**src/hw/rtl/xmbr_pkg.sv**
```systemverilog
package xmbr_pkg;

	// Line control characters
	localparam logic [7:0] CH_SOH = 8'h01;
	localparam logic [7:0] CH_EOT = 8'h04;
	localparam logic [7:0] CH_ACK = 8'h06;
	localparam logic [7:0] CH_NAK = 8'h15;
	localparam logic [7:0] CH_CAN = 8'h18;
	localparam logic [7:0] CH_C   = 8'h43;

	// Input op codes
	localparam logic OP_START = 1'b0;
	localparam logic OP_BYTE  = 1'b1;

	// Session status codes
	localparam logic [1:0] ST_RUN  = 2'd0;
	localparam logic [1:0] ST_DONE = 2'd1;
	localparam logic [1:0] ST_SCAN = 2'd2;
	localparam logic [1:0] ST_RCAN = 2'd3;

	// Number plus complement must hit this exactly
	localparam logic [8:0] COMP_SUM = 9'd255;
	localparam logic [15:0] CRC_POLY = 16'h1021;

	typedef struct packed {
		logic       op;
		logic [7:0] rx_byte;
	} item_t;

	typedef struct packed {
		logic       reply_valid;
		logic [7:0] reply_byte;
		logic [3:0] reply_repeat;
		logic       data_valid;
		logic [7:0] data_byte;
		logic       block_commit;
		logic       block_discard;
		logic [1:0] status;
	} rsp_t;

	// Byte class decided by the front end
	typedef enum logic [2:0] {
		CLS_START,
		CLS_SOH,
		CLS_EOT,
		CLS_CAN,
		CLS_OTHER
	} cls_t;

	typedef struct packed {
		cls_t       cls;
		logic [7:0] data;
	} cmd_t;

	typedef enum logic [3:0] {
		PH_IDLE,
		PH_WAIT,
		PH_CAN1,
		PH_EOT,
		PH_NUM,
		PH_COMP,
		PH_DATA,
		PH_CHK1,
		PH_CHK2,
		PH_DONE,
		PH_SCAN,
		PH_RCAN
	} phase_t;

	// CRC-16/XMODEM, one byte, MSB first
	function automatic logic [15:0] crc16_update(input logic [15:0] crc, input logic [7:0] b);
		logic [15:0] c;
		c = crc ^ {b, 8'h00};
		for (int i = 0; i < 8; i++) begin
			if (c[15]) begin
				c = {c[14:0], 1'b0} ^ CRC_POLY;
			end else begin
				c = {c[14:0], 1'b0};
			end
		end
		return c;
	endfunction

endpackage

```
**src/hw/rtl/xmbr_front.sv**
```systemverilog
module xmbr_front
	import xmbr_pkg::*;
(
	input  logic  rx_valid,
	output logic  rx_ready,
	input  item_t rx_item,
	input  logic  full,
	output logic  push,
	output cmd_t  push_cmd
);

	// Take a beat whenever the queue has room
	assign rx_ready = !full;
	assign push     = rx_valid && !full;

	// Sort the beat into the classes the back end acts on
	always_comb begin
		push_cmd.data = rx_item.rx_byte;
		if (rx_item.op == OP_START) begin
			push_cmd.cls = CLS_START;
		end else begin
			unique case (rx_item.rx_byte)
				CH_SOH:  push_cmd.cls = CLS_SOH;
				CH_EOT:  push_cmd.cls = CLS_EOT;
				CH_CAN:  push_cmd.cls = CLS_CAN;
				default: push_cmd.cls = CLS_OTHER;
			endcase
		end
	end

endmodule

```
**src/hw/rtl/xmbr_queue.sv**
```systemverilog
module xmbr_queue
	import xmbr_pkg::*;
(
	input  logic clk,
	input  logic arst_n,
	input  logic push,
	input  cmd_t push_cmd,
	input  logic pop,
	output logic full,
	output logic not_empty,
	output cmd_t head
);

	cmd_t       slot_q [2];
	logic       wr_ptr_q;
	logic       rd_ptr_q;
	logic [1:0] count_q;

	assign full      = (count_q == 2'd2);
	assign not_empty = (count_q != 2'd0);
	assign head      = slot_q[rd_ptr_q];

	// Pointers and fill count
	always_ff @(posedge clk or negedge arst_n) begin
		if (!arst_n) begin
			wr_ptr_q <= 1'b0;
			rd_ptr_q <= 1'b0;
			count_q  <= 2'd0;
		end else begin
			if (push) begin
				wr_ptr_q <= !wr_ptr_q;
			end
			if (pop) begin
				rd_ptr_q <= !rd_ptr_q;
			end
			if (push && !pop) begin
				count_q <= count_q + 2'd1;
			end else if (pop && !push) begin
				count_q <= count_q - 2'd1;
			end
		end
	end

	// Entry storage
	always_ff @(posedge clk) begin
		if (push) begin
			slot_q[wr_ptr_q] <= push_cmd;
		end
	end

endmodule

```
**src/hw/rtl/xmbr_back.sv**
```systemverilog
module xmbr_back
	import xmbr_pkg::*;
#(
	parameter int PAYLOAD_BYTES = 128,
	parameter int CANCEL_REPEAT = 8
) (
	input  logic clk,
	input  logic arst_n,
	input  logic use_crc,
	input  logic not_empty,
	input  cmd_t head,
	output logic pop,
	output logic res_valid,
	input  logic res_ready,
	output rsp_t res_item
);

	localparam int CW = $clog2(PAYLOAD_BYTES);

	phase_t      phase_q, phase_d;
	logic [CW-1:0] cnt_q, cnt_d;
	logic [7:0]  num_q, num_d;
	logic [7:0]  comp_q, comp_d;
	logic [7:0]  last_q, last_d;
	logic [15:0] acc_q, acc_d;
	logic [7:0]  chk1_q, chk1_d;
	logic        res_valid_q;
	rsp_t        res_q, rsp_d;

	logic [7:0]  expect_num;
	logic        check_ok;
	logic        blk_end;

	assign res_valid = res_valid_q;
	assign res_item  = res_q;

	// Pop when the output register is free or being drained
	assign pop = not_empty && (!res_valid_q || res_ready);

	assign expect_num = last_q + 8'd1;

	// Check compare for the current check byte
	always_comb begin
		if (phase_q == PH_CHK2) begin
			check_ok = ({chk1_q, head.data} == acc_q);
		end else begin
			check_ok = (acc_q[7:0] == head.data);
		end
	end

	// Session sequencer
	always_comb begin
		phase_d = phase_q;
		cnt_d   = cnt_q;
		num_d   = num_q;
		comp_d  = comp_q;
		last_d  = last_q;
		acc_d   = acc_q;
		chk1_d  = chk1_q;
		blk_end = 1'b0;
		rsp_d   = '0;
		rsp_d.reply_repeat = 4'd1;

		if (head.cls == CLS_START) begin
			phase_d = PH_WAIT;
			cnt_d   = '0;
			num_d   = '0;
			comp_d  = '0;
			last_d  = '0;
			acc_d   = '0;
			chk1_d  = '0;
			rsp_d.reply_valid = 1'b1;
			rsp_d.reply_byte  = use_crc ? CH_C : CH_NAK;
		end else begin
			unique case (phase_q)
				PH_WAIT: begin
					case (head.cls)
						CLS_SOH: begin
							phase_d = PH_NUM;
							cnt_d   = '0;
							acc_d   = '0;
						end
						CLS_EOT: begin
							rsp_d.reply_valid = 1'b1;
							rsp_d.reply_byte  = CH_NAK;
							phase_d = PH_EOT;
						end
						CLS_CAN: phase_d = PH_CAN1;
						default: ;
					endcase
				end
				PH_CAN1: phase_d = (head.cls == CLS_CAN) ? PH_SCAN : PH_WAIT;
				PH_EOT: begin
					if (head.cls == CLS_EOT) begin
						rsp_d.reply_valid = 1'b1;
						rsp_d.reply_byte  = CH_ACK;
						phase_d = PH_DONE;
					end
				end
				PH_NUM: begin
					num_d   = head.data;
					phase_d = PH_COMP;
				end
				PH_COMP: begin
					comp_d  = head.data;
					phase_d = PH_DATA;
				end
				PH_DATA: begin
					rsp_d.data_valid = 1'b1;
					rsp_d.data_byte  = head.data;
					if (use_crc) begin
						acc_d = crc16_update(acc_q, head.data);
					end else begin
						acc_d = {8'h00, acc_q[7:0] + head.data};
					end
					if (cnt_q == CW'(PAYLOAD_BYTES - 1)) begin
						cnt_d   = '0;
						phase_d = PH_CHK1;
					end else begin
						cnt_d = cnt_q + 1'b1;
					end
				end
				PH_CHK1: begin
					if (use_crc) begin
						chk1_d  = head.data;
						phase_d = PH_CHK2;
					end else begin
						blk_end = 1'b1;
					end
				end
				PH_CHK2: blk_end = 1'b1;
				default: ;
			endcase
		end

		// Block verdict: complement, sequence, then check
		if (blk_end) begin
			rsp_d.reply_valid = 1'b1;
			phase_d = PH_WAIT;
			if (({1'b0, num_q} + {1'b0, comp_q}) != COMP_SUM) begin
				rsp_d.reply_byte    = CH_NAK;
				rsp_d.block_discard = 1'b1;
			end else if (num_q != expect_num) begin
				rsp_d.block_discard = 1'b1;
				if (num_q == last_q) begin
					rsp_d.reply_byte = CH_ACK;
				end else begin
					rsp_d.reply_byte   = CH_CAN;
					rsp_d.reply_repeat = 4'(CANCEL_REPEAT);
					phase_d = PH_RCAN;
				end
			end else if (check_ok) begin
				rsp_d.reply_byte   = CH_ACK;
				rsp_d.block_commit = 1'b1;
				last_d = expect_num;
			end else begin
				rsp_d.reply_byte    = CH_NAK;
				rsp_d.block_discard = 1'b1;
			end
		end

		// Status follows the phase left behind
		unique case (phase_d)
			PH_DONE: rsp_d.status = ST_DONE;
			PH_SCAN: rsp_d.status = ST_SCAN;
			PH_RCAN: rsp_d.status = ST_RCAN;
			default: rsp_d.status = ST_RUN;
		endcase
	end

	// Session state
	always_ff @(posedge clk or negedge arst_n) begin
		if (!arst_n) begin
			phase_q <= PH_IDLE;
			cnt_q   <= '0;
			num_q   <= '0;
			comp_q  <= '0;
			last_q  <= '0;
			acc_q   <= '0;
			chk1_q  <= '0;
		end else if (pop) begin
			phase_q <= phase_d;
			cnt_q   <= cnt_d;
			num_q   <= num_d;
			comp_q  <= comp_d;
			last_q  <= last_d;
			acc_q   <= acc_d;
			chk1_q  <= chk1_d;
		end
	end

	// Output register
	always_ff @(posedge clk or negedge arst_n) begin
		if (!arst_n) begin
			res_valid_q <= 1'b0;
		end else if (pop) begin
			res_valid_q <= 1'b1;
		end else if (res_ready) begin
			res_valid_q <= 1'b0;
		end
	end

	always_ff @(posedge clk) begin
		if (pop) begin
			res_q <= rsp_d;
		end
	end

endmodule

```
**src/hw/rtl/xmodem_block_receiver_unit.sv**
```systemverilog
// XMODEM block receiver: one line byte (or a start command) per rx beat, exactly one
// result beat per rx beat, in order. Sustained rate is one byte per clock while
// res_ready stays high; a byte's result is registered first in the two-entry queue
// between the byte classifier and the protocol sequencer, then in the output
// register. The sequencer's per-cycle work is set by the bytewise CRC-16
// update and the block verdict compare. use_crc resets to 1 and is written through
// the cfg channel, which is always ready; write it only while no byte is in flight.
module xmodem_block_receiver_unit
	import xmbr_pkg::*;
#(
	parameter int PAYLOAD_BYTES = 128,
	parameter int CANCEL_REPEAT = 8
) (
	input  logic  clk,
	input  logic  arst_n,
	input  logic  rx_valid,
	output logic  rx_ready,
	input  item_t rx_item,
	output logic  res_valid,
	input  logic  res_ready,
	output rsp_t  res_item,
	input  logic  cfg_valid,
	output logic  cfg_ready,
	input  logic  cfg_data
);

	logic use_crc_q;
	logic full;
	logic push;
	logic pop;
	logic not_empty;
	cmd_t push_cmd;
	cmd_t head;

	// Mode register
	assign cfg_ready = 1'b1;

	always_ff @(posedge clk or negedge arst_n) begin
		if (!arst_n) begin
			use_crc_q <= 1'b1;
		end else if (cfg_valid) begin
			use_crc_q <= cfg_data;
		end
	end

	xmbr_front u_front (
		.rx_valid (rx_valid),
		.rx_ready (rx_ready),
		.rx_item  (rx_item),
		.full     (full),
		.push     (push),
		.push_cmd (push_cmd)
	);

	xmbr_queue u_queue (
		.clk       (clk),
		.arst_n    (arst_n),
		.push      (push),
		.push_cmd  (push_cmd),
		.pop       (pop),
		.full      (full),
		.not_empty (not_empty),
		.head      (head)
	);

	xmbr_back #(
		.PAYLOAD_BYTES (PAYLOAD_BYTES),
		.CANCEL_REPEAT (CANCEL_REPEAT)
	) u_back (
		.clk       (clk),
		.arst_n    (arst_n),
		.use_crc   (use_crc_q),
		.not_empty (not_empty),
		.head      (head),
		.pop       (pop),
		.res_valid (res_valid),
		.res_ready (res_ready),
		.res_item  (res_item)
	);

endmodule

```
**config.mk**
```make
export PLATFORM = sky130hd
export DESIGN_NAME = xmodem_block_receiver_unit
export DESIGN_NICKNAME = d
export VERILOG_FILES = /design/src/hw/rtl/xmbr_pkg.sv /design/src/hw/rtl/xmbr_front.sv /design/src/hw/rtl/xmbr_queue.sv /design/src/hw/rtl/xmbr_back.sv /design/src/hw/rtl/xmodem_block_receiver_unit.sv
export SDC_FILE = /design/constraint.sdc
export NUM_CORES = 1
export LEC_CHECK = 0
export BUFFER_PORTS_ARGS = -buffer_cell sky130_fd_sc_hd__buf_2
export CAP_MARGIN = 25
export CELL_PAD_IN_SITES_DETAIL_PLACEMENT = 0
export CELL_PAD_IN_SITES_GLOBAL_PLACEMENT = 1
export CORE_ASPECT_RATIO = 0.6
export CORE_UTILIZATION = 52
export DETAILED_ROUTE_END_ITERATION = 16
export PLACE_DENSITY = 0.95
export SLEW_MARGIN = 20
export SYNTH_ARGS = -nofsm -noshare
export SYNTH_HDL_FRONTEND = slang
export SYNTH_SLANG_ARGS = --single-unit
```
**constraint.sdc**
```tcl
create_clock -name clk -period 5.1 [get_ports clk]
set_clock_uncertainty 0.05 [all_clocks]
set_input_delay 1.02 -clock clk [delete_from_list [all_inputs] [get_ports clk]]
set_output_delay 1.02 -clock clk [all_outputs]
set_load 0.03 [all_outputs]
```
==> flow_summary_export.csv <==
group,metric,value,unit
detailed_routing,drc,0,
worst_setup_path,crit_start,"u_queue.rd_ptr_q$_DFFE_PN0P_",
detailed_routing,wl_per_cell,18.1,microns
worst_setup_path,crit_family,"simple AND/OR/NAND/NOR gates",
logic_synthesis,async_reset_ff_frac,0.596,
logic_synthesis,postSynthCellCount,633,
floorplanning,coreArea,0.0115,sq mm
logic_synthesis,ys_ff_latch,109,
clocking,h-tree-depth,3,
detailed_routing,viasPerCell,5.88,
worst_setup_path,cp-end-kind,"register",
timing,hold_viol_final,0,
clocking,clockBufferDepth,2,
logic_synthesis,synth-xor-area-share,0.0849,
logic_synthesis,synth_simple_gate_area_frac,0.182,
layout,diodes,0,
grt,grt.total_usage,0.258,
worst_setup_path,cpMaxStageDelayCell,"nor4b_4",
layout,fillers,951,
clocking,clock_latency,0.37,ns
logic_synthesis,synthAdderAreaFrac,0.0423,
place,dp_hpwl,10.9,mm
worst_setup_path,crit_required,5.17,ns
clocking,post_cts_buffers,0,
status,run_status,"finished clean",
worst_setup_path,r2r-start,"u_queue.rd_ptr_q$_DFFE_PN0P_",
layout,finalInstanceArea,0.00688,sq mm
logic_synthesis,muxShareOfSynthArea,0.0345,
timing,max_slew_margin,0.317,
worst_setup_path,cp.arrival,4.07,ns
layout,area_delta_synth_final,9.55,%
grt,grt_overflow,0,
power,power.density,590,mW/mm^2
floorplanning,start_util,0.545,
floorplanning,dieArea,0.0125,sq mm
logic_synthesis,synth_compound_area_frac,0.141,
logic_synthesis,ys.warnings.count,0,
worst_hold_path,worstHoldPathType,"reg2reg",
place,io_buffer_count,38,
timing,setup_tns,0,ns
place,finalWeightedCongestion,0.908,
clocking,ctsResizeCount,0,
clocking,cts_tree,"yes",
clocking,numCtsBuffers,9,
timing,finalSetupViolCount,0,
grt,grt_pass1_vias,4631,
logic_synthesis,synth_commonest_cells,"nand2_1, dfrtp_1, o21ai_0, edfxtp_1, nor2_1",
grt,grt_pass1_wl,24.4,mm
logic_synthesis,yosysMostFrequentCell,"nand2_1",
clocking,clock_sinks,109,
worst_hold_path,whs_endpoint,"u_queue.wr_ptr_q$_DFFE_PN0P_",
worst_setup_path,r2r_slack,1.11,ns
logic_synthesis,synth_edf_count,44,
power,p_total,0.00406,W
layout,finalNetCount,694,
grt,grt_max_degree,41,
worst_setup_path,rr_endpoint,"u_back.res_item[21]$_DFFE_PP_",
worst_setup_path,crit_type,"reg2reg",
detailed_routing,drt_iter0_drc,452,
clocking,root_buffer,"clkbuf_16",
logic_synthesis,yosysTopAreaCell,"dfrtp_1",
worst_setup_path,cp_cell_sequence,"mux2i_1 -> inv_1 -> ha_1 -> nor4_1 -> o211ai_1 -> a211oi_2 -> nor4b_4 -> o21ai_0 -> o21a_1",
timing,fmax,0.250,GHz
power,vdd_drop_max,0.405,mV
worst_setup_path,crit_path_max_fanout,18,
logic_synthesis,synth_cell_types,80,
floorplanning,die_h,87.1,microns
clocking,holdBufCountCts,0,
logic_synthesis,synth.cell_area,0.00628,sq mm
logic_synthesis,syn-mean-instance-area,9.91,sq um
layout,drive_above_1_share,0.136,
timing,rsz0062_at_grt,"false",
grt,antenna_found_initial,0,
floorplanning,rows,30,
worst_setup_path,startpoint_type,"register",
logic_synthesis,seq_area_frac_synth,0.470,
worst_hold_path,min-delay-start,"u_queue.wr_ptr_q$_DFFE_PN0P_",
worst_setup_path,crit_buf_inv,1,
clocking,clkTransAtPathRegs,0.08,ns
power,p_leak,2.92,nW
floorplanning,ios,44,
timing,slew_violations,0,
logic_synthesis,synth_area_leaders,"dfrtp_1, edfxtp_1, nand2_1",
timing,min_period,3.99,ns
place,post_dp_cell_area,0.00654,sq mm
detailed_routing,dr.pass1.iters,5,
worst_hold_path,min_delay_path_depth,1,
floorplanning,chipWidth,144,microns
timing,worst_pin_slew,1.02,ns
worst_setup_path,rr_worst_depth,9,
run,max_cap_violations,0,
logic_synthesis,synth_top_family_by_area,"simple AND/OR/NAND/NOR gates",
timing,period_share,0.783,
detailed_routing,ant_nets,0,
logic_synthesis,synthFlopType,"dfrtp_1",
detailed_routing,dr_total_vias,4844,
logic_synthesis,synth_top_area_share,0.255,
worst_setup_path,critPathMaxStageDelay,0.82,ns
detailed_routing,wl,14.9,mm
==> cell families (layout without fill, tap and decap cells) <==
logic type               after synthesis  after routing
adder cells (fa/ha/maj)               20             20
AND/OR/NAND/NOR                      228            228
AO/OA/AOI/OAI                        134            134
other                                  2              5
XOR/XNOR                              60             60
flip-flops                           109            109
multiplexers                          21             21
buffers and inverters                 59             87
==> layout by cell type, fill, tap and decap left out, types with 4 or more instances in the layout <==
| master | instances |
|---|---|
| nand3b_1 | 5 |
| ha_1 | 18 |
| nand2_1 | 93 |
| o31ai_1 | 6 |
| a22o_1 | 5 |
| and3_1 | 9 |
| nand3_1 | 9 |
| xnor2_1 | 35 |
| inv_1 | 25 |
| a32oi_1 | 6 |
| o211ai_1 | 5 |
| nor4_1 | 12 |
| nor3_1 | 13 |
| buf_4 | 6 |
| edfxtp_1 | 44 |
| o21ai_1 | 4 |
| mux2i_1 | 18 |
| conb_1 | 5 |
| clkbuf_16 | 9 |
| inv_8 | 4 |
| xor2_1 | 24 |
| a21oi_1 | 27 |
| nor2_1 | 42 |
| buf_2 | 38 |
| nand2b_1 | 5 |
| a31o_2 | 4 |
| nor2b_1 | 9 |
| dfrtp_1 | 64 |
| o21ai_0 | 45 |
==> state kept, by name (all words and copies together), names as in the netlist <==
signal	cells
u_back.res_item	22
u_back.cnt_q	7
u_queue.rd_ptr_q	1
use_crc_q	1
u_back.last_q	8
u_queue.wr_ptr_q	1
u_back.res_valid	1
u_back.chk1_q	8
u_back.num_q	8
u_back.phase_q	4
u_queue.slot_q	22
u_queue.count_q	2
u_back.acc_q	16
u_back.comp_q	8
==> power by group <==
| group | leakage (nW) | total, W | internal [W] | switching, W |
|---|---|---|---|---|
| registers | 1.25 | 0.00150 | 0.00121 | 0.000296 |
| logic | 1.52 | 0.00182 | 0.000679 | 0.00114 |
| clock network | 0.153 | 0.000736 | 0.000356 | 0.000380 |
| total | 2.92 | 0.00406 | 0.00224 | 0.00181 |
==> metal layers <==
layer / vias to the layer above / share of wire / GRT usage / routed length [microns]
met5: - / 0 / 0 / 0
met4: 0 / 0.014 / 0.0735 / 206
met3: 22 / 0.077 / 0.0528 / 1160
met2: 214 / 0.43 / 0.379 / 6420
met1: 2310 / 0.48 / 0.384 / 7160
li1: 2298 / - / - / -
==> final cells by class <==
cell class / count / area [sq um] / area share
clock buffer: 9 / 225 / 0.0328
sequential: 109 / 2950 / 0.429
multi-input combinational: 468 / 3070 / 0.446
inverter: 26 / 97.6 / 0.0142
tap: 160 / 200 / 0.0291
timing repair buffer: 45 / 255 / 0.0371
clock inverter: 7 / 82.6 / 0.0120
==> through the flow <==
step	hold slack [ns]	std cells	setup slack [ns]	util
3_3_place_gp	0.418	807	1.36	0.568
3_5_place_dp	0.429	807	1.19	0.568
2_1_floorplan	0.400	636	2.06	-
6_report	0.449	824	1.11	0.597
4_1_cts	0.446	823	1.16	0.595
5_1_grt	0.455	824	0.824	0.597
==> worst max path at each step <==
stage	endpoint	slack, ns	cells after the start
after floorplan	u_back.acc_q[1]$_DFFE_PN0P_	2.06	8
after global placement	u_back.res_item[21]$_DFFE_PP_	1.36	9
after detailed placement	u_back.res_item[21]$_DFFE_PP_	1.19	9
after CTS	u_back.res_item[21]$_DFFE_PP_	1.16	9
after global routing	u_back.res_item[21]$_DFFE_PP_	0.82	9
final	u_back.res_item[21]$_DFFE_PP_	1.11	9
(Power assumes the default switching activity.)
